### config.mk
export PLATFORM = sky130hd
export DESIGN_NAME = smf_ctrl
export DESIGN_NICKNAME = d
export VERILOG_FILES = /design/src/rtl/smf_pkg.sv /design/src/rtl/smf_ctrl.sv
export SDC_FILE = /design/constraint.sdc
export NUM_CORES = 1
export LEC_CHECK = 0
export ABC_AREA = 0
export BUFFER_PORTS_ARGS = -buffer_cell sky130_fd_sc_hd__buf_2
export CORE_AREA = 2 2 39 41
export DETAILED_ROUTE_END_ITERATION = 6
export DIE_AREA = 0 0 41 43
export GPL_ROUTABILITY_DRIVEN = 0
export HOLD_SLACK_MARGIN = 0.05
export PLACE_DENSITY = 0.56
export REMOVE_ABC_BUFFERS = 1
export SETUP_SLACK_MARGIN = 0.15
export SLEW_MARGIN = 20
export SYNTH_ARGS = -nofsm -noshare
export SYNTH_HDL_FRONTEND = slang
export SYNTH_SLANG_ARGS = --single-unit
### constraint.sdc
create_clock -name clk -period 4.1 [get_ports clk]
set_clock_uncertainty 0.15 [all_clocks]
set_input_delay 1.025 -clock clk [delete_from_list [all_inputs] [get_ports clk]]
set_output_delay 1.025 -clock clk [all_outputs]
set_load 0.02 [all_outputs]
### src/rtl/smf_pkg.sv
package smf_pkg;

  // Fixed widths of the request and result fields.
  localparam int VALUE_W = 32;
  localparam int COUNT_W = 4;
  localparam logic [COUNT_W-1:0] COUNT_SAT = 4'd15;

  // Commands from the controller to the datapath.
  typedef struct packed {
    logic in_ready;   // take input requests and store them
    logic start;      // set complete: clear position counter and best tracker
    logic fetch;      // read the value at position i
    logic hold;       // latch value i, clear count and j
    logic scan;       // read position j and compare against value i
    logic tail;       // fold the last compare in and update the best tracker
    logic next_i;     // step to the next position i
    logic load_out;   // move the result into the output register
  } cmd_t;

  // Status from the datapath to the controller.
  typedef struct packed {
    logic last_acc;   // a request marked last was accepted this cycle
    logic j_last;     // j is at the last stored position
    logic i_last;     // i is at the last stored position
    logic out_free;   // output register can take a new result
  } sts_t;

endpackage

### src/rtl/smf_ctrl.sv
module smf_ctrl (
  input  logic          clk,
  input  logic          rst_n,
  input  smf_pkg::sts_t sts,
  output smf_pkg::cmd_t cmd
);

  typedef enum logic [5:0] {
    ST_IDLE   = 6'b000001,
    ST_FETCH  = 6'b000010,
    ST_HOLD   = 6'b000100,
    ST_SCAN   = 6'b001000,
    ST_TAIL   = 6'b010000,
    ST_RESULT = 6'b100000
  } state_t;

  state_t state_r;
  state_t state_nxt;

  // Next state and command decode.
  always_comb begin
    state_nxt = state_r;
    cmd       = '0;
    case (state_r)
      ST_IDLE: begin
        cmd.in_ready = 1'b1;
        if (sts.last_acc) begin
          cmd.start = 1'b1;
          state_nxt = ST_FETCH;
        end
      end
      ST_FETCH: begin
        cmd.fetch = 1'b1;
        state_nxt = ST_HOLD;
      end
      ST_HOLD: begin
        cmd.hold  = 1'b1;
        state_nxt = ST_SCAN;
      end
      ST_SCAN: begin
        cmd.scan = 1'b1;
        if (sts.j_last) begin
          state_nxt = ST_TAIL;
        end
      end
      ST_TAIL: begin
        cmd.tail = 1'b1;
        if (sts.i_last) begin
          state_nxt = ST_RESULT;
        end else begin
          cmd.next_i = 1'b1;
          state_nxt  = ST_FETCH;
        end
      end
      ST_RESULT: begin
        if (sts.out_free) begin
          cmd.load_out = 1'b1;
          state_nxt    = ST_IDLE;
        end
      end
      default: begin
        state_nxt = ST_IDLE;
      end
    endcase
  end

  // State register.
  always_ff @(posedge clk) begin
    if (!rst_n) begin
      state_r <= ST_IDLE;
    end else begin
      state_r <= state_nxt;
    end
  end

endmodule

==> results of run 1 <==
power by group through the flow:
stage / clock network (W) / registers [W] / logic [W]
floorplan: 0 / 0.0000740 / 0.0000460
global placement: 0 / 0.0000761 / 0.0000612
detailed placement: 0 / 0.0000764 / 0.0000618
CTS: 0.0000583 / 0.0000751 / 0.0000621
global route: 0.0000609 / 0.0000763 / 0.0000670
finish: 0.0000565 / 0.0000752 / 0.0000614
layout make-up:
type                    instances  area, µm²
well taps                      16       20.0
flip-flops and latches          6        120
repair buffers                 13       65.1
fillers                       146        885
multi-input cells              33        253
clock buffers                   3       22.5
inverters                       5       18.8
layer usage:
metal  track usage, %  vias to the layer above  share of wire (%)
met1             16.6                      176                 46
met5                0                        -                  0
met2             12.8                       13                 42
li1                 -                      193                  -
met3             3.14                        4                6.2
met4             16.0                        0                6.1
logic make-up (layout without fill, tap and decap cells):
logic type                Yosys count  in the layout  synth area share (%)
xor gates and xnor gates            1              1                  2.24
and+or+nand+nor                    22             22                  40.3
buffers and inverters               5             21                  4.79
AOI/OAI and AO/OA                  10             10                  22.0
DFF                                 6              6                  30.7
worst paths after layout:
path,startpoint,to,slack (ns),cells after the start
setup / recovery,state_r[1]$_SDFFE_PN0P_,cmd[6],1.29,5
hold / removal,state_r[1]$_SDFFE_PN0P_,state_r[2]$_SDFFE_PN0P_,0.49,2
setup reg to reg,state_r[1]$_SDFFE_PN0P_,state_r[1]$_SDFFE_PN0P_,2.44,4
hold reg to reg,state_r[1]$_SDFFE_PN0P_,state_r[2]$_SDFFE_PN0P_,0.49,2
cells in the final DEF (no fill, tap or decap), drive strengths merged:
| cell type | synthesis | final |
|---|---|---|
| nor3b | 1 | 1 |
| nor2b | 3 | 3 |
| nor2 | 4 | 4 |
| a21oi | 1 | 1 |
| buf | 0 | 13 |
| o221ai | 1 | 1 |
| o21a | 1 | 1 |
| a2111oi | 1 | 1 |
| o21ai | 2 | 2 |
| o2111ai | 1 | 1 |
| nor4 | 3 | 3 |
| and3b | 1 | 1 |
| nor3 | 1 | 1 |
| o211ai | 2 | 2 |
| inv | 5 | 5 |
| dfxtp | 6 | 6 |
| xor2 | 1 | 1 |
| o21ba | 1 | 1 |
| nand2 | 3 | 3 |
| clkbuf | 0 | 3 |
| nand3b | 3 | 3 |
| and4b | 1 | 1 |
| and2 | 2 | 2 |
stage by stage:
| step | hold slack, ns | area, µm² | power (W) | setup slack [ns] |
|---|---|---|---|---|
| finish | 0.493 | 499 | 0.000193 | 1.29 |
| global route | 0.526 | 499 | 0.000204 | 1.14 |
| CTS | 0.490 | 499 | 0.000196 | 1.28 |
| detailed placement | 0.480 | 477 | 0.000138 | 1.44 |
| global placement | 0.472 | 477 | 0.000137 | 1.45 |
| floorplan | 0.423 | 392 | 0.000120 | 1.56 |
worst reg2reg max path, delay by kind of cell (launching register included):
kind / cells / cell delay [ns]
compound gates: 2 / 0.46
flops: 1 / 0.39
simple gates: 2 / 0.57
==> qor_table.md, run 1 <==
| Quantity | This run | Unit |
|---|---|---|
| TritonCTS Buffers | 3 | - |
| Starting density of the core | 28.3 | % |
| Vertical extent of the die | 43 | µm |
| First-pass GRT wire length | 1.32 | mm |
| Setup crit end kind | output port | - |
| Clock latency at the later pin of the worst-skew pair | 0.25 | ns |
| Post-Route Utilization | 36.1 | % |
| DP Cell Count | 73 | - |
| Synthesis-stage register bit count | 6 | - |
| Comb pwr share | 31.8 | % |
| Chip Width | 41 | µm |
| Count of vias placed by the detailed router | 386 | - |
| Fraction of the yosys area taken by sequential cells | 30.7 | % |
| Number of vias per cell after detailed routing | 5.08 | - |
| Fin nets | 68 | - |
| Largest register FFs | 6 | - |
| Largest cells by area after synthesis | dfxtp_1, nand3b_1, nor4_4 | - |
| Vias in the first global route | 295 | - |
| Commonest cells in the netlist | dfxtp_1, inv_1, nor2_1, nand3b_1, nor2b_1 | - |
| Internal portion of total power | 0.000125 | W |
| Total congestion overflow after global routing | 0 | - |
| Cell taking the most area after synthesis | dfxtp_1 | - |
| Total power density per cell area | 387 | nW/µm² |
| Area grow syn2layout | 27.5 | % |
| NetSw | 0.0000683 | W |
| Non-filler cells in the finished layout | 76 | - |
| Max-capacitance violation count | 0 | - |
| Pre-Repair DR Iteration Count | 4 | - |
| Area inside the core boundary | 1380 | µm² |
| Pin count of the biggest net entering global routing | 9 | - |
| Reg clk slew, reported paths | 0.05 | ns |
| Sum Neg Setup Slack | 0 | ns |
| Number of failing hold endpoints at the final stage | 0 | - |
| Standard-cell rows | 14 | - |
| Fraction of power consumed by sequential logic | 38.9 | % |
| Number of endpoints failing setup at the final stage | 0 | - |
| Clk pwr share | 29.3 | % |
| Post-route fraction of the period consumed by the critical path | 68.6 | % |
| Worst path cell trace | nor4_2 > nand3b_1 > inv_1 > and2_1 > buf_2 | - |
| Classification of the worst setup path | register to output port | - |
| Unique cell type count in the Yosys netlist | 25 | - |
| Die Outline Area | 1760 | µm² |
| Post-layout minimum cycle time | 2.81 | ns |
| Average detailed-routed wire length per instance | 11.9 | µm |
| Cells after Synth | 44 | - |
| Residual DRC | 0 | - |
| Number of H-tree branching levels | 1 | - |
| Clk root buf | clkbuf_4 | - |
| Crit path arrival time | 1.64 | ns |
| Hold-fix buffers, CTS | 0 | - |
| Most common flop cell mapped by yosys | dfxtp_1 | - |
| Max Clk Rate | 0.355 | GHz |
| Class of the tightest hold or removal check | register to register | - |
| Number of synthesized flops with an enable pin | 0 | - |
| Register containing the most flip-flops in the final layout | state_r | - |
| HPWL reported at the end of detailed placement | 697 | µm |
| Port Buffer Count | 13 | - |
| Worst-Margin Slew | 0.317 | ns |
| Setup repair after global routing missed its margin | false | - |
| Antenna violations before repair | 0 | - |
| Outcome | finished, final reports clean | - |
| Clock tree buffer depth | 2 | - |
| Yosys warnings | 0 | - |
| Max_slew headroom | 78.9 | % |
| Cell class contributing the biggest share of worst-path delay | simple AND/OR/NAND/NOR gates | - |
| Slowest cell on the critical path | dfxtp_1 | - |
| I/O pin count | 14 | - |
| Largest regs | state_r (6) | - |
| Worst Setup Start Kind | register | - |
| CP Data Required Time | 2.92 | ns |
| Clock net sink count | 6 | - |
| Buf+Inv Stages, Crit Path | 2 | - |
| Clock tree from TritonCTS | built | - |
| Final WL | 908 | µm |
| Maximum single-stage delay on the critical path | 0.39 | ns |
| Post-CTS Setup Repair Bufs | 0 | - |
| Antenna Violating Nets Remaining | 0 | - |
| Number of pins exceeding their max-slew limit in the final report | 0 | - |
| Layout cells sized above 1 | 38.3 | % |
| Share of flip-flops with an asynchronous set or reset after synthesis | 0 | % |
| Number of gates resized after cts | 0 | - |
| Tot GR Track Use | 12.3 | % |
| Iteration-0 DRC count of the detailed router | 11 | - |
| Post-Synthesis Cell Area | 392 | µm² |
| IR Drop Worst-Case VDD | 0.150 | mV |
| Net switching share of the total power | 35.4 | % |
| Diode insertion count for antenna repair | 0 | - |
| Most frequent cell after synthesis | dfxtp_1 | - |
| Portion of synthesized cell area occupied by the leading cell type | 30.7 | % |
| Avg Synthesized Cell Area | 8.90 | µm² |
| Lkg Pwr | 0.248 | nW |
| Largest driver fanout on the critical path | 7 | - |
Power figures use the tool's default switching activity.
==> run 2: changes to the inputs <==
- clock period: 4.1 -> 2.8 ns (I/O delays scaled with it)
==> run 2 against run 1 <==
Clock-buffer cell count stayed put. Final cell count unchanged. Die area stayed put. Global-route usage rose by 0.40 points. Critical path depth unchanged. Worst hold slack worse by 0.0050 ns. Worst setup slack worse by 0.99 ns. First-iteration DRC count shrank 45%. Utilization stayed put. Largest cell class unchanged. Highest routed layer unchanged.
==> qor_table.md, run 2 (synthesis results as in run 1) <==
| Quantity | This run | Unit | Change |
|---|---|---|---|
| Outcome | finished, final reports clean | - |  |
| Lkg Pwr | 0.248 | nW | unchanged |
| Worst flop-to-flop path startpoint | state_r[1]$_SDFFE_PN0P_ | - |  |
| Post-route fraction of the period consumed by the critical path | 89.3 | % |  |
| Number of vias per cell after detailed routing | 4.87 | - | -4.1% |
| Vertical extent of the die | 43 | µm | unchanged |
| Total congestion overflow after global routing | 0 | - | unchanged |
| Layout cells sized above 1 | 38.3 | % | unchanged |
| Final WL | 916 | µm | +0.88% |
| Max-capacitance violation count | 0 | - | unchanged |
| Number of pins exceeding their max-slew limit in the final report | 0 | - | unchanged |
| Register containing the most flip-flops in the final layout | state_r | - |  |
| Reg clk slew, reported paths | 0.05 | ns | about the same |
| Clk root buf | clkbuf_4 | - |  |
| Port Buffer Count | 13 | - | unchanged |
| Max Clk Rate | 0.400 | GHz |  |
| Pre-Repair DR Iteration Count | 4 | - | unchanged |
| Slowest cell on the critical path | dfxtp_1 | - |  |
| IR Drop Worst-Case VDD | 0.191 | mV | +27% |
| Iteration-0 DRC count of the detailed router | 6 | - | -5 |
| Clk pwr share | 29.2 | % | about the same |
| Post-CTS Setup Repair Bufs | 0 | - | unchanged |
| Vias in the first global route | 317 | - | +7.5% |
| Max_slew headroom | 78.1 | % | -0.75 points |
| Hold Crit Start | state_r[1]$_SDFFE_PN0P_ | - |  |
| NetSw | 0.000100 | W | +47% |
| First-pass GRT wire length | 1.38 | mm | +4.8% |
| Clock latency at the later pin of the worst-skew pair | 0.25 | ns | about the same |
| TritonCTS Buffers | 3 | - | unchanged |
| Maximum single-stage delay on the critical path | 0.39 | ns | about the same |
| Antenna violations before repair | 0 | - | unchanged |
| Net switching share of the total power | 35.4 | % | about the same |
| Area inside the core boundary | 1380 | µm² | unchanged |
| Starting density of the core | 28.3 | % | unchanged |
| Setup crit end kind | output port | - |  |
| Leading cell type in the layout, fill and taps excluded | buf_2 | - |  |
| Chip Width | 41 | µm | unchanged |
| Largest driver fanout on the critical path | 7 | - | unchanged |
| Number of gates resized after cts | 0 | - | unchanged |
| Diode insertion count for antenna repair | 0 | - | unchanged |
| Fraction of power consumed by sequential logic | 38.9 | % | about the same |
| Highest-count cells in the layout ignoring fill and taps | buf_2, dfxtp_1, inv_1, nor2_1 | - |  |
| DP Cell Count | 73 | - | unchanged |
| I/O pin count | 14 | - | unchanged |
| Standard-cell rows | 14 | - | unchanged |
| Clock tree buffer depth | 2 | - | unchanged |
| Post-DP Area | 477 | µm² | unchanged |
| Antenna Violating Nets Remaining | 0 | - | unchanged |
| Setup repair after global routing missed its margin | false | - |  |
| Cell class contributing the biggest share of worst-path delay | simple AND/OR/NAND/NOR gates | - |  |
| Number of endpoints failing setup at the final stage | 0 | - | unchanged |
| Die Outline Area | 1760 | µm² | unchanged |
| Clock tree from TritonCTS | built | - |  |
| Worst path cell trace | nor4_2 > nand3b_1 > inv_1 > and2_1 > buf_2 | - |  |
| HPWL reported at the end of detailed placement | 692 | µm | -0.73% |
| Non-filler cells in the finished layout | 76 | - | unchanged |
| Hold-fix buffers, CTS | 0 | - | unchanged |
| Classification of the worst setup path | register to output port | - |  |
| CP Data Required Time | 1.95 | ns | -0.97 ns |
| Tot GR Track Use | 12.7 | % | +0.40 points |
| Count of vias placed by the detailed router | 370 | - | -4.1% |
| Fin nets | 68 | - | unchanged |
| Pin count of the biggest net entering global routing | 9 | - | unchanged |
| Largest register FFs | 6 | - | unchanged |
| Crit path arrival time | 1.65 | ns | about the same |
| Internal portion of total power | 0.000183 | W | +46% |
| Comb pwr share | 32.0 | % | +0.2 points |
| Largest regs | state_r (6) | - |  |
| Area of all placed cells without fillers | 499 | µm² | unchanged |
| Area grow syn2layout | 27.5 | % | unchanged |
| Buf+Inv Stages, Crit Path | 2 | - | unchanged |
| Post-layout minimum cycle time | 2.50 | ns |  |
| Sum Neg Setup Slack | 0 | ns | unchanged |
| Worst-Margin Slew | 0.328 | ns | +0.0112 ns |
| Worst Setup Start Kind | register | - |  |
| Class of the tightest hold or removal check | register to register | - |  |
| Average detailed-routed wire length per instance | 12.1 | µm | +0.88% |
| Critical path origin | state_r[1]$_SDFFE_PN0P_ | - |  |
| Residual DRC | 0 | - | unchanged |
| Number of failing hold endpoints at the final stage | 0 | - | unchanged |
| Number of H-tree branching levels | 1 | - | unchanged |
| Total power density per cell area | 566 | nW/µm² | +46% |
| Clock net sink count | 6 | - | unchanged |
-- run 2: final timing paths --
check	end	slack (ns)	cells after the start
setup / recovery	cmd[6]	0.30	5
hold / removal	state_r[2]$_SDFFE_PN0P_	0.49	2
setup reg to reg	state_r[1]$_SDFFE_PN0P_	1.10	4
hold reg to reg	state_r[2]$_SDFFE_PN0P_	0.49	2
-- run 2: final cells by class --
cell class / count / area [µm²]
Clock buffer: 3 / 22.5
Inverter: 5 / 18.8
Fill cell: 145 / 885
Multi-Input combinational cell: 33 / 253
Tap cell: 16 / 20.0
Timing Repair Buffer: 13 / 65.1
Sequential cell: 6 / 120
-- run 2: routing by layer --
layer / GRT usage, % / vias up / wire length (µm)
li1: - / 191 / -
met1: 16.9 / 168 / 452
met2: 14.7 / 9 / 416
met3: 3.14 / 2 / 30
met4: 14.0 / 0 / 16
met5: 0 / - / 0
-- run 2: power groups by stage --
stage	combinational [W]	clock [W]	sequential [W]
finish	0.0000903	0.0000824	0.000110
global route	0.0000994	0.0000940	0.000111
CTS	0.0000918	0.0000868	0.000110
detailed placement	0.0000912	0	0.000111
global placement	0.0000909	0	0.000111
floorplan	0.0000673	0	0.000108
-- run 2: per-stage QoR --
step | power (W) | worst slack, ns | hold slack [ns] | utilization, %
finish | 0.000283 | 0.300 | 0.488 | 36.1
global route | 0.000304 | 0.161 | 0.503 | 36.1
CTS | 0.000288 | 0.264 | 0.486 | 36.1
detailed placement | 0.000202 | 0.538 | 0.478 | 34.4
global placement | 0.000202 | 0.566 | 0.474 | 34.4
floorplan | 0.000176 | 0.634 | 0.423 | -
-- run 2: worst register-to-register path, cell delays in order (launching register included) --
cell and delay (ns):
dfxtp_1 0.39, nor4_2 0.34, nand3b_1 0.24, o2111ai_2 0.29, o21ba_1 0.18
==> run 3: changes to the inputs <==
- ABC_AREA: 0 -> 1
- CTS_CLUSTER_SIZE: unset -> 30
- PLACE_DENSITY: 0.56 -> 0.57
- clock period: 2.8 -> 2.2 ns (I/O delays scaled with it)
==> run 3 against run 2 <==
Final cell count rose by 18%. Utilization fell by 0.72 points. Combinational power rose by 26%. Global-route usage fell by 0.82 points. Die area did not move. Clock power rose by 27%. Via count rose by 7.3%. Critical endpoint unchanged. Largest power group unchanged.
==> qor_table.md, run 3 <==
| Quantity | This run | Unit | Change |
|---|---|---|---|
| Setup slack, reg-to-reg | 0.92 | ns | -0.18 ns |
| Pin count of the biggest net entering global routing | 7 | - | -2 |
| Hold-critical path depth | 2 | - | unchanged |
| Yosys warnings | 0 | - | unchanged |
| Most frequent cell after synthesis | inv_1 | - |  |
| Internal portion of total power | 0.000223 | W | +22% |
| Average detailed-routed wire length per instance | 8.43 | µm | -30% |
| Unique cell type count in the Yosys netlist | 13 | - | -48% |
| I/O pin count | 14 | - | unchanged |
| Diode insertion count for antenna repair | 0 | - | unchanged |
| Endpoint of the lowest-slack register-to-register path | state_r[0]$_SDFFE_PN1P_ | - |  |
| Setup crit end kind | output port | - |  |
| Clock net sink count | 6 | - | unchanged |
| Worst-Margin Slew | 0.249 | ns | -0.0790 ns |
| Sum Neg Setup Slack | 0 | ns | unchanged |
| Clock latency at the later pin of the worst-skew pair | 0.25 | ns | about the same |
| Iteration-0 DRC count of the detailed router | 11 | - | +5 |
| Number of gates resized after cts | 0 | - | unchanged |
| Net switching share of the total power | 36.6 | % | +1.1 points |
| Synthesis-stage register bit count | 6 | - | unchanged |
| Fin nets | 82 | - | +21% |
| Number of vias per cell after detailed routing | 4.41 | - | -9.4% |
| Register containing the most flip-flops in the final layout | state_r | - |  |
| Post-Synthesis Cell Area | 382 | µm² | -2.6% |
| Cells after Synth | 58 | - | +32% |
| Die Outline Area | 1760 | µm² | unchanged |
| Vertical extent of the die | 43 | µm | unchanged |
| Classification of the worst setup path | register to output port | - |  |
| Buf+Inv Stages, Crit Path | 1 | - | -1 |
| Non-filler cells in the finished layout | 90 | - | +18% |
| HPWL reported at the end of detailed placement | 617 | µm | -11% |
| Worst Setup Start Kind | register | - |  |
| Length in cells of the worst reg-to-reg path | 6 | - | +2 |
| Post-route fraction of the period consumed by the critical path | 86.7 | % |  |
| Port Buffer Count | 13 | - | unchanged |
| Most common flop cell mapped by yosys | dfxtp_1 | - |  |
| Vias in the first global route | 344 | - | +8.5% |
| Cell taking the most area after synthesis | dfxtp_1 | - |  |
| IR Drop Worst-Case VDD | 0.355 | mV | +86% |
| Setup repair after global routing missed its margin | false | - |  |
| Commonest cells in the netlist | inv_1, nor2_1, dfxtp_1, nand3_1 | - |  |
| Antenna violations before repair | 0 | - | unchanged |
| Lkg Pwr | 0.292 | nW | +18% |
| Crit path arrival time | 1.21 | ns | -0.44 ns |
| Clock tree buffer depth | 2 | - | unchanged |
| Area grow syn2layout | 28.2 | % |  |
| First-pass GRT wire length | 1.32 | mm | -4.6% |
| Chip Width | 41 | µm | unchanged |
| Maximum single-stage delay on the critical path | 0.33 | ns | -0.06 ns |
| Worst path cell trace | nor2_2 > nand3_2 > nor2_1 > buf_2 | - |  |
| Portion of synthesized cell area occupied by the leading cell type | 31.5 | % | +0.80 points |
| Cell class contributing the biggest share of worst-path delay | simple AND/OR/NAND/NOR gates | - |  |
| Fraction of the yosys area taken by sequential cells | 31.5 | % | +0.80 points |
| Total congestion overflow after global routing | 0 | - | unchanged |
| Number of synthesized flops with an enable pin | 0 | - | unchanged |
| NetSw | 0.000128 | W | +28% |
| Register area | 120 | µm² | unchanged |
| Number of H-tree branching levels | 1 | - | unchanged |
| Leading cell type in the layout, fill and taps excluded | inv_1 | - |  |
| Largest cells by area after synthesis | dfxtp_1, inv_1, nor2_1 | - |  |
| Comb pwr share | 32.6 | % | +0.6 points |
| Critical path origin | state_r[4]$_SDFFE_PN0P_ | - |  |
| Max Clk Rate | 0.524 | GHz |  |
| Clk pwr share | 29.9 | % | +0.7 points |
| Antenna Violating Nets Remaining | 0 | - | unchanged |
| Pre-Repair DR Iteration Count | 4 | - | unchanged |
| Layout cells sized above 1 | 36.5 | % | -1.8 points |
| Final WL | 759 | µm | -17% |
| Clock tree from TritonCTS | built | - |  |
| Hold Crit Start | rst_n | - |  |
| Residual DRC | 0 | - | unchanged |
| Worst flop-to-flop path startpoint | state_r[4]$_SDFFE_PN0P_ | - |  |
| Total power density per cell area | 718 | nW/µm² | +27% |
| Endpoint of the worst hold path | state_r[0]$_SDFFE_PN1P_ | - |  |
| Number of cells on the critical path | 4 | - | -1 |
| Class of the tightest hold or removal check | input pin to register | - |  |
| Count of vias placed by the detailed router | 397 | - | +7.3% |
| Avg Synthesized Cell Area | 6.58 | µm² | -26% |
| Largest regs | state_r (6) | - |  |
| Number of pins exceeding their max-slew limit in the final report | 0 | - | unchanged |
| Post-CTS Setup Repair Bufs | 0 | - | unchanged |
| Largest register FFs | 6 | - | unchanged |
| Max_slew headroom | 83.4 | % | +5.3 points |
| Share of flip-flops with an asynchronous set or reset after synthesis | 0 | % | unchanged |
| CP Data Required Time | 1.50 | ns | -0.45 ns |
| DP Cell Count | 87 | - | +19% |
| Post-route setup slack | 0.293 | ns | -0.00657 ns |
| Hold-fix buffers, CTS | 0 | - | unchanged |
| Post-placement setup slack | 0.557 | ns | +0.0184 ns |
| Largest driver fanout on the critical path | 6 | - | -1 |
| TritonCTS Buffers | 3 | - | unchanged |
| Max-capacitance violation count | 0 | - | unchanged |
| Filler cell count in the final layout | 162 | - | +12% |
| Starting density of the core | 27.6 | % | -0.72 points |
| Fraction of power consumed by sequential logic | 37.5 | % | -1.4 points |
| Number of endpoints failing setup at the final stage | 0 | - | unchanged |
| Area inside the core boundary | 1380 | µm² | unchanged |
| Standard-cell rows | 14 | - | unchanged |
| Outcome | finished, final reports clean | - |  |
| Clk root buf | clkbuf_4 | - |  |
| Tot GR Track Use | 11.9 | % | -0.82 points |
| Reg clk slew, reported paths | 0.05 | ns | about the same |
| Footprint of the multi-input gates | 201 | µm² | -20% |
| Highest-count cells in the layout ignoring fill and taps | inv_1, buf_2, nor2_1, nand3_1, dfxtp_1 | - |  |
| Slowest cell on the critical path | dfxtp_1 | - |  |
| Post-layout minimum cycle time | 1.91 | ns |  |
| Post-Route Utilization | 35.4 | % | -0.72 points |
| Number of failing hold endpoints at the final stage | 0 | - | unchanged |
[run 3: cell count changes after synthesis, moves of 3 or more]
cell | previous run | this run
inv_1 | 5 | 15
nor2_1 | 4 | 11
nand3_1 | 0 | 6
nor2_2 | 0 | 4
nand3_2 | 0 | 3
nand3b_1 | 3 | 0
nor2b_1 | 3 | 0
[run 3: layout make-up]
class                   count  share of cell area, %
flip-flops and latches      6                   24.6
well taps                  16                   4.09
inverters                  16                   12.3
clock buffers               3                   4.60
multi-input cells          36                   41.2
repair buffers             13                   13.3
[run 3: power by group through the flow]
stage	registers, W	clock network (W)	logic [W]
floorplan	0.000132	0	0.0000871
detailed placement	0.000134	0	0.000114
CTS	0.000132	0.000108	0.000114
finish	0.000132	0.000105	0.000114
global route	0.000134	0.000113	0.000131
global placement	0.000133	0	0.000115
[run 3: kinds of logic (layout without fill, tap and decap cells)]
kind of cell           after synthesis  after routing  share of synthesized area [%]
AOI/OAI and AO/OA                    2              2                           2.62
buffers and inverters               16             32                           15.7
DFF                                  6              6                           31.5
and+or+nand+nor                     34             34                           50.2
[run 3: metrics by stage]
stage / total power, W / instance area (µm²) / hold WS [ns]
5_1_grt: 0.000378 / 489 / 0.352
3_3_place_gp: 0.000248 / 467 / 0.477
2_1_floorplan: 0.000220 / 382 / 0.438
3_5_place_dp: 0.000248 / 467 / 0.480
4_1_cts: 0.000354 / 489 / 0.350
6_report: 0.000351 / 489 / 0.353
[run 3: worst max path at each step]
| stage | to | slack, ns |
|---|---|---|
| CTS | cmd[3] | 0.29 |
| floorplan | cmd[6] | 0.59 |
| global route | cmd[4] | 0.18 |
| global placement | cmd[1] | 0.57 |
| finish | cmd[6] | 0.29 |
| detailed placement | cmd[3] | 0.56 |
[run 3: worst register-to-register path, cell delays in order, from the launching register on]
cell and delay (ns):
dfxtp_1 0.33, nor2_2 0.24, nand4_1 0.20, nand2_1 0.11, nor2_1 0.04, nand2_1 0.05
nand3_1 0.05
[run 3: layer usage]
layer	up-vias	routed length, µm	GRT usage, %
li1	209	-	-
met1	167	349	14.6
met2	18	330	14.4
met3	3	57	4.71
met4	0	22	12.0
met5	-	0	0
