===== config.mk =====
export PLATFORM = sky130hd
export DESIGN_NAME = smf_dp_flat
export DESIGN_NICKNAME = d
export VERILOG_FILES = /design/src/rtl/smf_pkg.sv /design/src/rtl/smf_if.sv /design/src/rtl/smf_dp.sv /design/src/flat_wrapper.sv
export SDC_FILE = /design/constraint.sdc
export NUM_CORES = 1
export LEC_CHECK = 0
export BUFFER_PORTS_ARGS = -buffer_cell sky130_fd_sc_hd__clkbuf_2
export CAP_MARGIN = 20
export CORE_MARGIN = 1
export CORE_UTILIZATION = 54
export DETAILED_ROUTE_END_ITERATION = 12
export PLACE_DENSITY = 0.75
export SYNTH_ARGS = -nofsm -noshare
export SYNTH_HDL_FRONTEND = slang
export SYNTH_SLANG_ARGS = --single-unit

===== constraint.sdc =====
create_clock -name clk -period 3.45 [get_ports clk]
set_input_delay 0.5175 -clock clk [delete_from_list [all_inputs] [get_ports clk]]
set_output_delay 0.5175 -clock clk [all_outputs]
set_load 0.01 [all_outputs]

===== src/rtl/smf_pkg.sv =====
package smf_pkg;

  // Fixed widths of the request and result fields.
  localparam int VALUE_W = 32;
  localparam int COUNT_W = 4;
  localparam logic [COUNT_W-1:0] COUNT_SAT = 4'd15;

  // Commands from the controller to the datapath.
  typedef struct packed {
    logic in_ready;   // take input requests and store them
    logic start;      // set complete: clear position counter and best tracker
    logic fetch;      // read the value at position i
    logic hold;       // latch value i, clear count and j
    logic scan;       // read position j and compare against value i
    logic tail;       // fold the last compare in and update the best tracker
    logic next_i;     // step to the next position i
    logic load_out;   // move the result into the output register
  } cmd_t;

  // Status from the datapath to the controller.
  typedef struct packed {
    logic last_acc;   // a request marked last was accepted this cycle
    logic j_last;     // j is at the last stored position
    logic i_last;     // i is at the last stored position
    logic out_free;   // output register can take a new result
  } sts_t;

endpackage


===== src/rtl/smf_if.sv =====
// Input channel: one set element per request.
interface smf_in_if;
  logic                                valid;
  logic                                ready;
  logic signed [smf_pkg::VALUE_W-1:0]  value;
  logic                                last_item;

  modport source (output valid, output value, output last_item, input ready);
  modport sink   (input valid, input value, input last_item, output ready);
endinterface

// Result channel: one result per completed set.
interface smf_out_if;
  logic                                valid;
  logic                                ready;
  logic signed [smf_pkg::VALUE_W-1:0]  mode_value;
  logic                                has_mode;
  logic        [smf_pkg::COUNT_W-1:0]  mode_count;
  logic                                overflowed;

  modport source (output valid, output mode_value, output has_mode, output mode_count,
                  output overflowed, input ready);
  modport sink   (input valid, input mode_value, input has_mode, input mode_count,
                  input overflowed, output ready);
endinterface


===== src/rtl/smf_dp.sv =====
module smf_dp #(
  parameter int MAX_ITEMS = 8
) (
  input  logic          clk,
  input  logic          rst_n,
  input  smf_pkg::cmd_t cmd,
  output smf_pkg::sts_t sts,
  smf_in_if.sink        in_ch,
  smf_out_if.source     out_ch
);

  localparam int IDX_W = (MAX_ITEMS > 1) ? $clog2(MAX_ITEMS) : 1;
  localparam int CNT_W = $clog2(MAX_ITEMS + 1);
  localparam int EXT_W = CNT_W + smf_pkg::COUNT_W;
  localparam logic [CNT_W-1:0] MAX_CNT = CNT_W'(MAX_ITEMS);

  // Value store, one write port and one registered read port.
  logic [smf_pkg::VALUE_W-1:0] mem [MAX_ITEMS];
  logic [smf_pkg::VALUE_W-1:0] rd_data_r;
  logic [IDX_W-1:0]            rd_addr;

  logic [CNT_W-1:0]            n_r;
  logic                        ovf_r;
  logic [IDX_W-1:0]            i_r;
  logic [IDX_W-1:0]            j_r;
  logic [smf_pkg::VALUE_W-1:0] vi_r;
  logic [CNT_W-1:0]            cnt_r;
  logic                        cmp_en_r;
  logic [CNT_W-1:0]            best_cnt_r;
  logic [smf_pkg::VALUE_W-1:0] best_val_r;
  logic                        uniq_r;

  logic                                 out_valid_r;
  logic signed [smf_pkg::VALUE_W-1:0]   out_value_r;
  logic                                 out_has_r;
  logic        [smf_pkg::COUNT_W-1:0]   out_count_r;
  logic                                 out_ovf_r;

  logic             accept;
  logic             not_full;
  logic [CNT_W-1:0] n_m1;
  logic             match;
  logic [CNT_W-1:0] cnt_fin;
  logic [EXT_W-1:0] best_ext;
  logic [smf_pkg::COUNT_W-1:0] cnt_sat;

  assign accept   = in_ch.valid && cmd.in_ready;
  assign not_full = (n_r < MAX_CNT);
  assign n_m1     = n_r - CNT_W'(1);
  assign match    = cmp_en_r && (rd_data_r == vi_r);
  assign cnt_fin  = cnt_r + CNT_W'(match);
  assign rd_addr  = cmd.fetch ? i_r : j_r;

  assign in_ch.ready = cmd.in_ready;

  // Status back to the controller.
  assign sts.last_acc = accept && in_ch.last_item;
  assign sts.j_last   = (CNT_W'(j_r) == n_m1);
  assign sts.i_last   = (CNT_W'(i_r) == n_m1);
  assign sts.out_free = !out_valid_r || out_ch.ready;

  // Store write and registered read.
  always_ff @(posedge clk) begin
    if (accept && not_full) begin
      mem[n_r[IDX_W-1:0]] <= in_ch.value;
    end
    rd_data_r <= mem[rd_addr];
  end

  // Fill count and overflow flag.
  always_ff @(posedge clk) begin
    if (!rst_n) begin
      n_r   <= '0;
      ovf_r <= 1'b0;
    end else if (cmd.load_out) begin
      n_r   <= '0;
      ovf_r <= 1'b0;
    end else if (accept) begin
      if (not_full) begin
        n_r <= n_r + CNT_W'(1);
      end else begin
        ovf_r <= 1'b1;
      end
    end
  end

  // Position counters and compare pipeline flag.
  always_ff @(posedge clk) begin
    if (!rst_n) begin
      i_r      <= '0;
      j_r      <= '0;
      cmp_en_r <= 1'b0;
    end else begin
      cmp_en_r <= cmd.scan;
      if (cmd.start) begin
        i_r <= '0;
      end else if (cmd.next_i) begin
        i_r <= i_r + IDX_W'(1);
      end
      if (cmd.hold) begin
        j_r <= '0;
      end else if (cmd.scan) begin
        j_r <= j_r + IDX_W'(1);
      end
    end
  end

  // Count of matches for the current position.
  always_ff @(posedge clk) begin
    if (cmd.hold) begin
      vi_r  <= rd_data_r;
      cnt_r <= '0;
    end else if (cmd.scan) begin
      cnt_r <= cnt_fin;
    end
  end

  // Running best: earliest highest count; the unique flag clears on a tie with another value.
  always_ff @(posedge clk) begin
    if (cmd.start) begin
      best_cnt_r <= '0;
      best_val_r <= '0;
      uniq_r     <= 1'b1;
    end else if (cmd.tail) begin
      if (cnt_fin > best_cnt_r) begin
        best_cnt_r <= cnt_fin;
        best_val_r <= vi_r;
        uniq_r     <= 1'b1;
      end else if ((cnt_fin == best_cnt_r) && (vi_r != best_val_r)) begin
        uniq_r <= 1'b0;
      end
    end
  end

  // Saturate the count to the result field width.
  assign best_ext = EXT_W'(best_cnt_r);
  assign cnt_sat  = (best_ext > EXT_W'(smf_pkg::COUNT_SAT)) ? smf_pkg::COUNT_SAT
                                                              : best_ext[smf_pkg::COUNT_W-1:0];

  // Output register.
  always_ff @(posedge clk) begin
    if (!rst_n) begin
      out_valid_r <= 1'b0;
    end else if (cmd.load_out) begin
      out_valid_r <= 1'b1;
    end else if (out_ch.ready) begin
      out_valid_r <= 1'b0;
    end
  end

  always_ff @(posedge clk) begin
    if (cmd.load_out) begin
      out_value_r <= uniq_r ? best_val_r : '0;
      out_has_r   <= uniq_r;
      out_count_r <= cnt_sat;
      out_ovf_r   <= ovf_r;
    end
  end

  assign out_ch.valid      = out_valid_r;
  assign out_ch.mode_value = out_value_r;
  assign out_ch.has_mode   = out_has_r;
  assign out_ch.mode_count = out_count_r;
  assign out_ch.overflowed = out_ovf_r;

`ifndef NO_ASSERTIONS
  // The fill count never passes the store depth.
  a_fill_bound: assert property (@(posedge clk) disable iff (!rst_n)
    n_r <= MAX_CNT)
    else $error("fill count exceeds store depth");

  // A request that finds the store full marks the set as overflowed.
  a_ovf_set: assert property (@(posedge clk) disable iff (!rst_n)
    (accept && !not_full && !cmd.load_out) |=> ovf_r)
    else $error("dropped request did not set overflow");

  // Loading a result empties the store and presents the result.
  a_load_clear: assert property (@(posedge clk) disable iff (!rst_n)
    cmd.load_out |=> (n_r == '0) && out_valid_r && !ovf_r)
    else $error("result load did not clear the set");

  // A result is loaded only when the output register can take it.
  a_load_free: assert property (@(posedge clk) disable iff (!rst_n)
    cmd.load_out |-> (!out_valid_r || out_ch.ready))
    else $error("result overwrote a pending one");
`endif

endmodule


===== src/flat_wrapper.sv =====
// flat-port wrapper written by rule: the top's interface ports become plain ports
module smf_dp_flat 
#(
  parameter int MAX_ITEMS = 8
)
  (clk, rst_n, cmd, sts, in_ch_valid, in_ch_value, in_ch_last_item, in_ch_ready, out_ch_valid, out_ch_mode_value, out_ch_has_mode, out_ch_mode_count, out_ch_overflowed, out_ch_ready);
  smf_in_if in_ch_i ();
  smf_out_if out_ch_i ();
  input  logic clk;
  input  logic rst_n;
  input  smf_pkg::cmd_t cmd;
  output smf_pkg::sts_t sts;
  input wire logic [$bits(in_ch_i.valid)-1:0] in_ch_valid;
  input wire logic [$bits(in_ch_i.value)-1:0] in_ch_value;
  input wire logic [$bits(in_ch_i.last_item)-1:0] in_ch_last_item;
  output wire logic [$bits(in_ch_i.ready)-1:0] in_ch_ready;
  output wire logic [$bits(out_ch_i.valid)-1:0] out_ch_valid;
  output wire logic [$bits(out_ch_i.mode_value)-1:0] out_ch_mode_value;
  output wire logic [$bits(out_ch_i.has_mode)-1:0] out_ch_has_mode;
  output wire logic [$bits(out_ch_i.mode_count)-1:0] out_ch_mode_count;
  output wire logic [$bits(out_ch_i.overflowed)-1:0] out_ch_overflowed;
  input wire logic [$bits(out_ch_i.ready)-1:0] out_ch_ready;
  assign in_ch_i.valid = in_ch_valid;
  assign in_ch_i.value = in_ch_value;
  assign in_ch_i.last_item = in_ch_last_item;
  assign in_ch_ready = in_ch_i.ready;
  assign out_ch_valid = out_ch_i.valid;
  assign out_ch_mode_value = out_ch_i.mode_value;
  assign out_ch_has_mode = out_ch_i.has_mode;
  assign out_ch_mode_count = out_ch_i.mode_count;
  assign out_ch_overflowed = out_ch_i.overflowed;
  assign out_ch_i.ready = out_ch_ready;
  smf_dp #(.MAX_ITEMS(MAX_ITEMS)) u_core (.clk(clk), .rst_n(rst_n), .cmd(cmd), .sts(sts), .in_ch(in_ch_i), .out_ch(out_ch_i));
endmodule

==> key figures, run 1 <==
Timing
  • Finish-stage setup viols: 17
  • Max-slew headroom: 33.2%
  • Worst-Margin Slew: 1.00 ns
  • Period utilisation layout: 102%
  • Worst setup margin: -0.0542 ns
  • Slew Limit Fails: 0
  • RSZ-0062 raised after global routing: yes
  • Clk_skew: between 0.015 and 0.02 ns
  • Fin Hold WS: between 0.2 and 0.3 ns
  • Final hold violation count: 0
  • Maximum clock frequency: around 0.29 GHz
  • Min cycle time layout: 3.50 ns

Status
  • Status: finished, violations left
  • Failing checks: negative setup slack

Worst setup path
  • Peak fanout along the critical path: 8
  • R2r startpoint: u_core.vi_r[1]
  • CP required: just under 4 ns
  • Worst setup path startpoint: u_core.vi_r[1]
  • Critical path data arrival time: slightly below 4 ns
  • Setup crit start kind: flip-flop
  • Crit end category: flip-flop
  • Worst setup path class: flip-flop to flip-flop

Floorplanning
  • Row Count: 62
  • Core Footprint: around 29000 um2
  • IO Count: between 80 and 90
  • Initial Utilization: 54.7%
  • Die area: about 30000 um2
  • Die Wd: 173 um
  • Die Ht: about 170 um

Clock tree
  • CTS Hold Buffers Added: 0
  • CTS Buf Count: between 40 and 50
  • Root Driver: clkbuf_16
  • Worst skew pair latency: 0.53 ns
  • CTS tree: built
  • Clock slew at reported path FFs: around 0.06 ns
  • CTS H-tree lvls: 2
  • Worst-case clock buffer depth: 3
  • # clock sinks: 412

Route
  • Initial drt markers: between 500 and 600
  • Residual DRC: 0
  • Vias: approximately 7800
  • Detailed Route WL: around 29000 um
  • Final ANT Viol Nets: 0
  • Routed len/inst: 20.0 um
  • DR vias/cell: about 5.5
  • First drt pass iteration count: 5

Global routing
  • First-pass GRT wire length: roughly 43000 um
  • Total gr overflow: 0
  • Antenna violations before repair: 1
  • Number of global-route vias before repair: 7604
  • All-Layer GR Usage: 19.1%
  • Largest net degree at the start of global routing: between 60 and 70

Worst hold path
  • Hold WC Path Type: input pin to flip-flop
  • Worst hold start: in_ch_value[12]

Cells and area
  • Design Area, Final: ~19000 um2
  • Fin util: around two thirds
  • Layout Cells excl Fill: around 1400
  • Filler cells: approximately 1900
  • Share of layout cells above drive strength 1: between 20% and 30%
  • Area Overhead vs Synth: 19.1%
  • Nets: ~1100

Logic synthesis
  • Syn nets: around 920
  • Dominant synthesized flop cell: edfxtp_1
  • Ys Warns: 0
  • Mapped cell area: about 16000 um2
  • Post-synth EDFFs: roughly 330
  • Post-synthesis sequential area ratio: ~73%
  • Avg Inst Size Synth: ~18 um2
  • Post-synthesis async set-or-reset flop share: 0%
  • Synth cell types: 33
  • Number of synthesized register bits: about 410
  • Syn Inst Count: around 870

Placed design
  • Routability cong.: 0.771
  • Placed cells: roughly 1300
  • Port bufs: 88
  • Final HPWL DP: 16400 um
  • Post-Place Cell Area: approximately 17000 um2

Power
  • Tot Pwr: 10.5 mW
  • PD cells: between 500 and 600 nW/um2
  • VDD IR max: 455 uV
  • Leakage Power: 6.65 nW

Run
  • Maxcap violations: 0
[flip-flops by register name, summed over array words and instances, names as in the netlist]
register / count
u_core.rd_data_r: 32
u_core.ovf_r: 1
u_core.out_ch.has_mode: 1
u_core.out_ch.mode_count: 4
u_core.j_r: 3
u_core.best_cnt_r: 4
u_core.i_r: 3
u_core.best_val_r: 32
u_core.cmp_en_r: 1
u_core.n_r: 4
u_core.out_ch.overflowed: 1
u_core.out_ch.mode_value: 32
u_core.uniq_r: 1
u_core.out_ch.valid: 1
u_core.cnt_r: 4
u_core.vi_r: 32
u_core.mem: 256
[stage by stage]
| step | setup slack, ns | setup TNS (ns) |
|---|---|---|
| after detailed placement | -0.266 | -8.91 |
| after global routing | -0.229 | -7.34 |
| after global placement | -0.159 | -5.41 |
| final | -0.0542 | -0.315 |
| after CTS | -0.0157 | -0.0796 |
| after floorplan | 0.128 | 0 |
[Yosys cell counts (3+ instances only)]
cell      instances  area, um2
a211oi_1          3       22.5
a21oi_1          37        185
and2_1           33        206
buf_2             9       45.0
buf_6             7       78.8
clkbuf_1         18       67.6
dfxtp_1          86       1720
edfxtp_1        326       9790
ha_1             10        125
inv_1             8       30.0
mux2_2           32        360
mux2i_1           6       60.1
mux4_1           50       1310
mux4_2           14        315
nand2_1          80        300
nand2b_1          4       25.0
nand3_1           4       20.0
nand4_1          14       87.6
nor2_1           22       82.6
nor3_1            4       20.0
nor4_1            9       56.3
o21ai_0           3       15.0
xnor2_1          55        482
xor2_1           26        228
[worst max-delay path, cell delays in order (launching register included)]
cell and delay (ns):
edfxtp_1 0.42, xnor2_1 0.20, nand4_1 0.15, nor4_2 0.28, nand4_1 0.15, nor4_2 0.27, buf_4 0.16, ha_4 0.14
ha_4 0.16, xor2_4 0.19, ha_4 0.25, a21oi_4 0.14, nor2b_4 0.07, o311ai_4 0.30, buf_6 0.19, clkbuf_16 0.16
nand2_1 0.06, a21oi_1 0.13
[cell families (layout without fill, tap and decap cells)]
| group | count (synthesis) | count (layout) | synth area share [%] |
|---|---|---|---|
| other | 0 | 1 | 0 |
| AO/OA/AOI/OAI | 48 | 48 | 1.69 |
| adder cells (fa/ha/maj) | 10 | 10 | 0.796 |
| flip-flops | 412 | 412 | 73.3 |
| buffers and inverters | 43 | 225 | 1.46 |
| AND/OR/NAND/NOR | 172 | 172 | 5.16 |
| XOR/XNOR | 81 | 81 | 4.51 |
| multiplexers | 103 | 103 | 13.1 |
[final timing paths]
check                                              endpoint  slack, ns  cells past startpoint
worst max-delay path                  u_core.best_val_r[17]      -0.05                     17
worst min-delay path                      u_core.mem[2][12]       0.25                      1
worst max register to register        u_core.best_val_r[17]      -0.05                     17
worst min register to register  u_core.out_ch.mode_count[2]       0.43                      0
[where the power goes]
group / internal, mW / switching, mW / leakage, nW
registers: 5.49 / 0.0993 / 3.72
clock network: 2.57 / 1.76 / 0.648
logic: 0.281 / 0.290 / 2.28
total: 8.34 / 2.15 / 6.65
[area by class of cell]
class | instances | area [um2] | area share (%)
Multi-Input combinational cell | 414 | 4380 | 23.4
Sequential cell | 412 | 11500 | 61.5
Inverter | 8 | 30.0 | 0.160
Clock inverter | 19 | 178 | 0.949
Clock buffer | 56 | 1150 | 6.16
Timing Repair Buffer | 142 | 982 | 5.25
Antenna cell | 1 | 2.50 | 0.0134
Tap cell | 384 | 480 | 2.57
[routing by layer]
metal  global-route usage, %  part of all wire [%]
met5                       0                     0
met2                    32.2                    51
met3                    3.36                   4.9
met1                    25.4                    42
met4                    5.65                   2.2
[cells in the final DEF, fill, tap and decap left out, drive strengths merged, types with 12 or more instances in the layout]
| master | n |
|---|---|
| xnor2 | 55 |
| nor2 | 22 |
| clkbuf | 145 |
| edfxtp | 326 |
| mux4 | 64 |
| and2 | 33 |
| a21oi | 37 |
| nand4 | 14 |
| mux2 | 32 |
| dfxtp | 86 |
| clkinv | 12 |
| nand2 | 80 |
| xor2 | 26 |
| buf | 53 |
[repair_timing]
action / CTS / global route
resized for setup: 11 / 51
gates cloned: 2 / 1
setup endpoints to repair: 37 / 37
buffers inserted: 3 / 6
pin swaps: 10 / 33
(Power assumes the default switching activity.)
==> inputs of run 2 (changes only) <==
==> constraint.sdc (replaced) <==
create_clock -name clk -period 3.45 [get_ports clk]
set_input_delay 0.69 -clock clk [delete_from_list [all_inputs] [get_ports clk]]
set_output_delay 0.69 -clock clk [all_outputs]
set_load 0.01 [all_outputs]
==> key figures, run 2 (synthesis gave the netlist of run 1 again) <==
Power
  • Clock share of power: roughly two fifths
  • Flop pwr share: between 50 and 60%
  • Internal Power: approximately 8.3 mW
  • VDD IR max: 420 uV
  • Tot Pwr: 10.5 mW
  • Sw Ratio: ~21%
  • Leakage Power: roughly 6.7 nW
  • Gate power share: under 10%
  • PD cells: between 500 and 600 nW/um2
  • Net Switching: around 2.2 mW

Route
  • First drt pass iteration count: 5
  • Final ANT Viol Nets: 0
  • Routed len/inst: 20.3 um
  • Residual DRC: 0
  • Detailed Route WL: around 30000 um
  • Initial drt markers: between 500 and 600
  • DR vias/cell: 5.50
  • Vias: ~7900

Clock tree
  • CTS tree: built
  • Worst-case clock buffer depth: 3
  • CTS Hold Buffers Added: 0
  • CTS H-tree lvls: 2
  • CTS Buf Count: 41
  • Worst skew pair latency: roughly 0.54 ns
  • Root Driver: clkbuf_16
  • Clock slew at reported path FFs: about 0.060 ns
  • # clock sinks: 412

Placed design
  • Placement Setup Slack: -0.409 ns
  • Port bufs: between 80 and 90
  • Routability cong.: between 0.7 and 0.8
  • Final HPWL DP: 17000 um

Worst setup path
  • Crit end category: flip-flop
  • Reg2reg end: u_core.best_val_r[2]
  • Flop2flop setup slack: -0.008 ns
  • Setup crit start kind: flip-flop
  • Reg2reg path depth: 17
  • CP required: ~3.9 ns
  • Worst setup path startpoint: u_core.vi_r[24]
  • Peak fanout along the critical path: 8
  • Worst setup path class: flip-flop to flip-flop
  • Critical path data arrival time: just under 4 ns
  • R2r startpoint: u_core.vi_r[24]
  • Critical Path End: u_core.best_val_r[2]

Global routing
  • Total gr overflow: 0
  • Number of global-route vias before repair: roughly 8000
  • Antenna violations before repair: 2
  • Largest net degree at the start of global routing: 39
  • First-pass GRT wire length: about 45000 um
  • All-Layer GR Usage: between 10% and 20%

Timing
  • Slew Limit Fails: 0
  • Worst setup margin: -0.00770 ns
  • Maximum clock frequency: slightly below 0.3 GHz
  • Finish-stage setup viols: 2
  • RSZ-0062 raised after global routing: yes
  • Min cycle time layout: ~3.5 ns
  • Clk_skew: between 0.02 and 0.025 ns
  • Period utilisation layout: 100%
  • Max-slew headroom: around 38%
  • Worst-Margin Slew: roughly 0.92 ns
  • Final hold violation count: 0

Cells and area
  • Nets: 1079
  • Most frequent cells in the layout: 326 x edfxtp_1, 88 x clkbuf_2, 86 x dfxtp_1
  • Commonest non-fill, non-tap cell in the layout: edfxtp_1
  • Fin util: 64.9%
  • Area Overhead vs Synth: 18.6%
  • Share of layout cells above drive strength 1: 28.5%
  • Max reg flops: 256
  • Filler cells: ~2000

Status
  • Status: finished, violations left
  • Failing checks: negative setup slack

Floorplanning
  • Die Wd: 173 um
  • Initial Utilization: 54.7%
  • Row Count: 62
  • IO Count: between 80 and 90
  • Core Footprint: 28700 um2
  • Die Ht: between 150 and 200 um
  • Die area: 29800 um2

Worst hold path
  • Worst hold start: in_ch_value[25]
  • Hold WC Path Type: input pin to flip-flop

Run
  • Maxcap violations: 0
[run 2: changes by cell type in the layout (fill, tap and decap cells not counted), moves of 4 or more]
cell	before	now
clkinv_2	4	8
buf_4	42	47
a21oi_1	22	33
nand2_2	11	19
clkbuf_8	7	3
nand2_1	69	61
a21oi_2	14	4
[run 2: cell type report]
class                   count  area [um2]  share of cell area [%]
repair buffers            147        1040                    5.59
inverters                   8        30.0                   0.161
well taps                 384         480                    2.58
clock buffers              53        1100                    5.91
multi-input cells         414        4250                    22.8
flip-flops and latches    412       11500                    61.8
clock inverters            22         211                    1.14
diodes                      2        5.00                  0.0269
[run 2: worst min-delay path by stage]
stage,endpoint,cells past startpoint
after floorplan,u_core.out_ch.mode_count[2],0
after global placement,u_core.out_ch.mode_count[3],0
after detailed placement,u_core.out_ch.mode_count[2],0
after CTS,u_core.mem[3][25],1
after global routing,u_core.mem[3][25],1
final,u_core.mem[3][25],1
[run 2: per-stage QoR]
stage | setup TNS (ns) | area, um2 | cells | hold WS, ns
5_1_grt | -7.24 | 18600 | 1440 | 0.426
3_3_place_gp | -14.43 | 17000 | 1355 | 0.415
3_5_place_dp | -14.47 | 17000 | 1355 | 0.423
4_1_cts | 0 | 18500 | 1434 | 0.408
6_report | -0.0115 | 18600 | 1442 | 0.433
2_1_floorplan | 0 | 15700 | 869 | 0.408
[run 2: repair_timing]
item,in CTS,in global routing
pin swaps,11,12
buffers inserted,3,4
gates resized for setup,11,30
cloned,1,2
endpoints found under the setup margin,37,37
[run 2: metal layers]
| metal | GRT usage [%] | vias up | wire, um |
|---|---|---|---|
| met4 | 6.44 | 0 | 757 |
| li1 | - | 3679 | - |
| met3 | 3.52 | 62 | 1620 |
| met5 | 0 | - | 0 |
| met1 | 26.6 | 3951 | 12400 |
| met2 | 33.7 | 233 | 14600 |
[run 2: power groups by stage]
stage                     registers, mW  logic [mW]  clock network [mW]
after floorplan                    5.68       0.304                   0
after global placement             5.69       0.522                   0
after detailed placement           5.69       0.532                   0
after CTS                          5.59       0.557                4.40
after global routing               5.61       0.620                4.58
final                              5.59       0.574                4.32
[run 2: worst max-delay path, cell delays in order (launching register included)]
cell and delay (ns):
edfxtp_1 0.43, xnor2_2 0.21, nand4_1 0.12, nor4_2 0.29, nand4_1 0.17, nor4_2 0.20, buf_4 0.17, ha_4 0.16
ha_4 0.15, xor2_2 0.17, ha_1 0.29, a21oi_2 0.14, nor2b_2 0.07, o311ai_4 0.27, buf_12 0.18, clkbuf_16 0.16
nand2_2 0.05, a21oi_1 0.14
==> inputs of run 3 (changes only) <==
--- a/config.mk
+++ b/config.mk
@@ -6,11 +6,12 @@
 export NUM_CORES = 1
 export LEC_CHECK = 0
 export BUFFER_PORTS_ARGS = -buffer_cell sky130_fd_sc_hd__clkbuf_2
-export CAP_MARGIN = 20
-export CORE_MARGIN = 1
+export CAP_MARGIN = 25
+export CORE_MARGIN = 2
 export CORE_UTILIZATION = 54
 export DETAILED_ROUTE_END_ITERATION = 12
 export PLACE_DENSITY = 0.75
+export SLEW_MARGIN = 40
 export SYNTH_ARGS = -nofsm -noshare
 export SYNTH_HDL_FRONTEND = slang
 export SYNTH_SLANG_ARGS = --single-unit
==> key figures, run 3 (synthesis gave the netlist of run 1 again) <==
Timing
  • Slew Limit Fails: 0
  • Fin Hold WS: around 0.43 ns
  • Worst setup margin: -0.242 ns
  • Clk_skew: about 0.013 ns
  • Final hold violation count: 0
  • RSZ-0062 raised after global routing: yes
  • Finish-stage setup viols: 37
  • Worst-Margin Slew: approximately 0.94 ns
  • Maximum clock frequency: about 0.27 GHz
  • Max-slew headroom: between 30% and 40%
  • Min cycle time layout: roughly 3.7 ns
  • Period utilisation layout: 107%

Cells and area
  • Fin util: about 66%
  • Nets: around 1100
  • Max reg flops: around 260
  • Most frequent cells in the layout: 326 x edfxtp_1, 87 x clkbuf_2, 85 x dfxtp_1
  • Commonest non-fill, non-tap cell in the layout: edfxtp_1
  • Share of layout cells above drive strength 1: 32.2%
  • Area Overhead vs Synth: 20.2%

Clock tree
  • Clock slew at reported path FFs: around 0.06 ns
  • # clock sinks: 412
  • Worst-case clock buffer depth: 3
  • Worst skew pair latency: 0.53 ns
  • CTS tree: built
  • Root Driver: clkbuf_16
  • CTS Buf Count: 40
  • CTS H-tree lvls: 2

Power
  • Sw Ratio: 20.9%
  • Flop pwr share: between 50% and 60%
  • Gate power share: under 10%
  • VDD IR max: around 370 uV
  • Clock share of power: 39.8%
  • Leakage Power: 6.79 nW
  • Net Switching: approximately 2.2 mW
  • PD cells: about 550 nW/um2
  • Tot Pwr: approximately 10 mW
  • Internal Power: a little over 8 mW

Placed design
  • Routability cong.: 0.765
  • Final HPWL DP: 16700 um
  • Placement Setup Slack: -0.445 ns
  • Port bufs: approximately 90

Global routing
  • All-Layer GR Usage: roughly a fifth
  • First-pass GRT wire length: 45700 um
  • Antenna violations before repair: 3
  • Number of global-route vias before repair: between 7000 and 8000
  • Largest net degree at the start of global routing: 65
  • Total gr overflow: 0

Floorplanning
  • IO Count: between 80 and 90
  • Die area: roughly 30000 um2
  • Die Ht: approximately 170 um
  • Row Count: 62
  • Core Footprint: between 20000 and 30000 um2
  • Die Wd: 175 um
  • Initial Utilization: roughly 55%

Status
  • Status: finished, violations left
  • Failing checks: negative setup slack

Worst setup path
  • Peak fanout along the critical path: 8
  • Crit end category: flip-flop
  • Worst setup path class: flip-flop to flip-flop
  • Setup crit start kind: flip-flop
  • CP required: 3.81 ns
  • Critical path data arrival time: a little over 4 ns

Route
  • Detailed Route WL: 30100 um
  • Residual DRC: 0
  • Final ANT Viol Nets: 0
  • Routed len/inst: a little over 20 um
  • Vias: approximately 8000
  • First drt pass iteration count: 5
  • Initial drt markers: roughly 610
  • DR vias/cell: between 5 and 6

Worst hold path
  • Hold WC Path Type: input pin to flip-flop

Run
  • Maxcap violations: 0
==> run 3: cell count changes in the layout (fill, tap and decap cells not counted), moves of 5 or more <==
cell      previous run  this run
buf_6                1         8
nand2_1             61        53
nand2_4              0         5
a21oi_2              4        11
clkinv_1             7         1
a21oi_1             33        26
xnor2_2              5        10
buf_4               47        54
xnor2_1             50        44
==> run 3: final timing paths <==
kind / start / end / slack (ns) / depth (start not counted)
worst max-delay path: u_core.vi_r[1] / u_core.best_val_r[21] / -0.24 / 17
worst min-delay path: in_ch_value[16] / u_core.mem[5][16] / 0.43 / 1
worst max register to register: u_core.vi_r[1] / u_core.best_val_r[21] / -0.24 / 17
worst min register to register: u_core.best_cnt_r[2] / u_core.out_ch.mode_count[2] / 0.43 / 0
==> run 3: per-layer routing <==
layer,vias to the layer above,wire (um),track usage [%]
met5,-,0,0
met4,0,760,6.08
met3,56,1630,3.52
met2,240,15200,33.6
met1,3989,12500,26.2
li1,3694,-,-
==> run 3: critical path, cell delays in order (launching register included) <==
cell and delay [ns]:
edfxtp_1 0.47, xnor2_2 0.22, nand4_1 0.16, nor4_2 0.18, nand4_1 0.18, nor4_2 0.34
buf_4 0.18, ha_4 0.15, ha_4 0.17, xor2_4 0.20, ha_4 0.24, buf_6 0.12
nand3_4 0.06, nor2_4 0.06, o311a_4 0.47, buf_16 0.19, nand2_2 0.08, a21oi_2 0.06
==> run 3: area by class of cell <==
cell class	count	area, um2
Multi-Input combinational cell	414	4460
Clock inverter	16	118
Antenna cell	2	5.00
Sequential cell	412	11500
Inverter	8	30.0
Tap cell	384	480
Clock buffer	55	1130
Fill cell	1890	9820
Timing Repair Buffer	159	1140
==> run 3: what timing repair did <==
action,4_1_cts,5_1_grt
pin swaps,22,36
gates resized for setup,38,50
gates cloned,3,2
buffers inserted,18,3
endpoints found under the setup margin,37,37
hold buffers,0,0
==> run 3: stage by stage <==
step	setup TNS, ns	instance area (um2)	std cells
finish	-7.78	18900	1450
global route	-11.60	18900	1448
floorplan	0	15700	869
global placement	-12.65	17000	1351
CTS	-3.18	18600	1444
detailed placement	-15.32	17000	1352
==> run 3: power groups by stage <==
stage          logic (mW)  clock network, mW  registers, mW
2_1_floorplan       0.304                  0           5.68
3_3_place_gp        0.513                  0           5.68
3_5_place_dp        0.523                  0           5.69
4_1_cts             0.584               4.20           5.59
5_1_grt             0.670               4.36           5.61
6_report            0.622               4.12           5.59
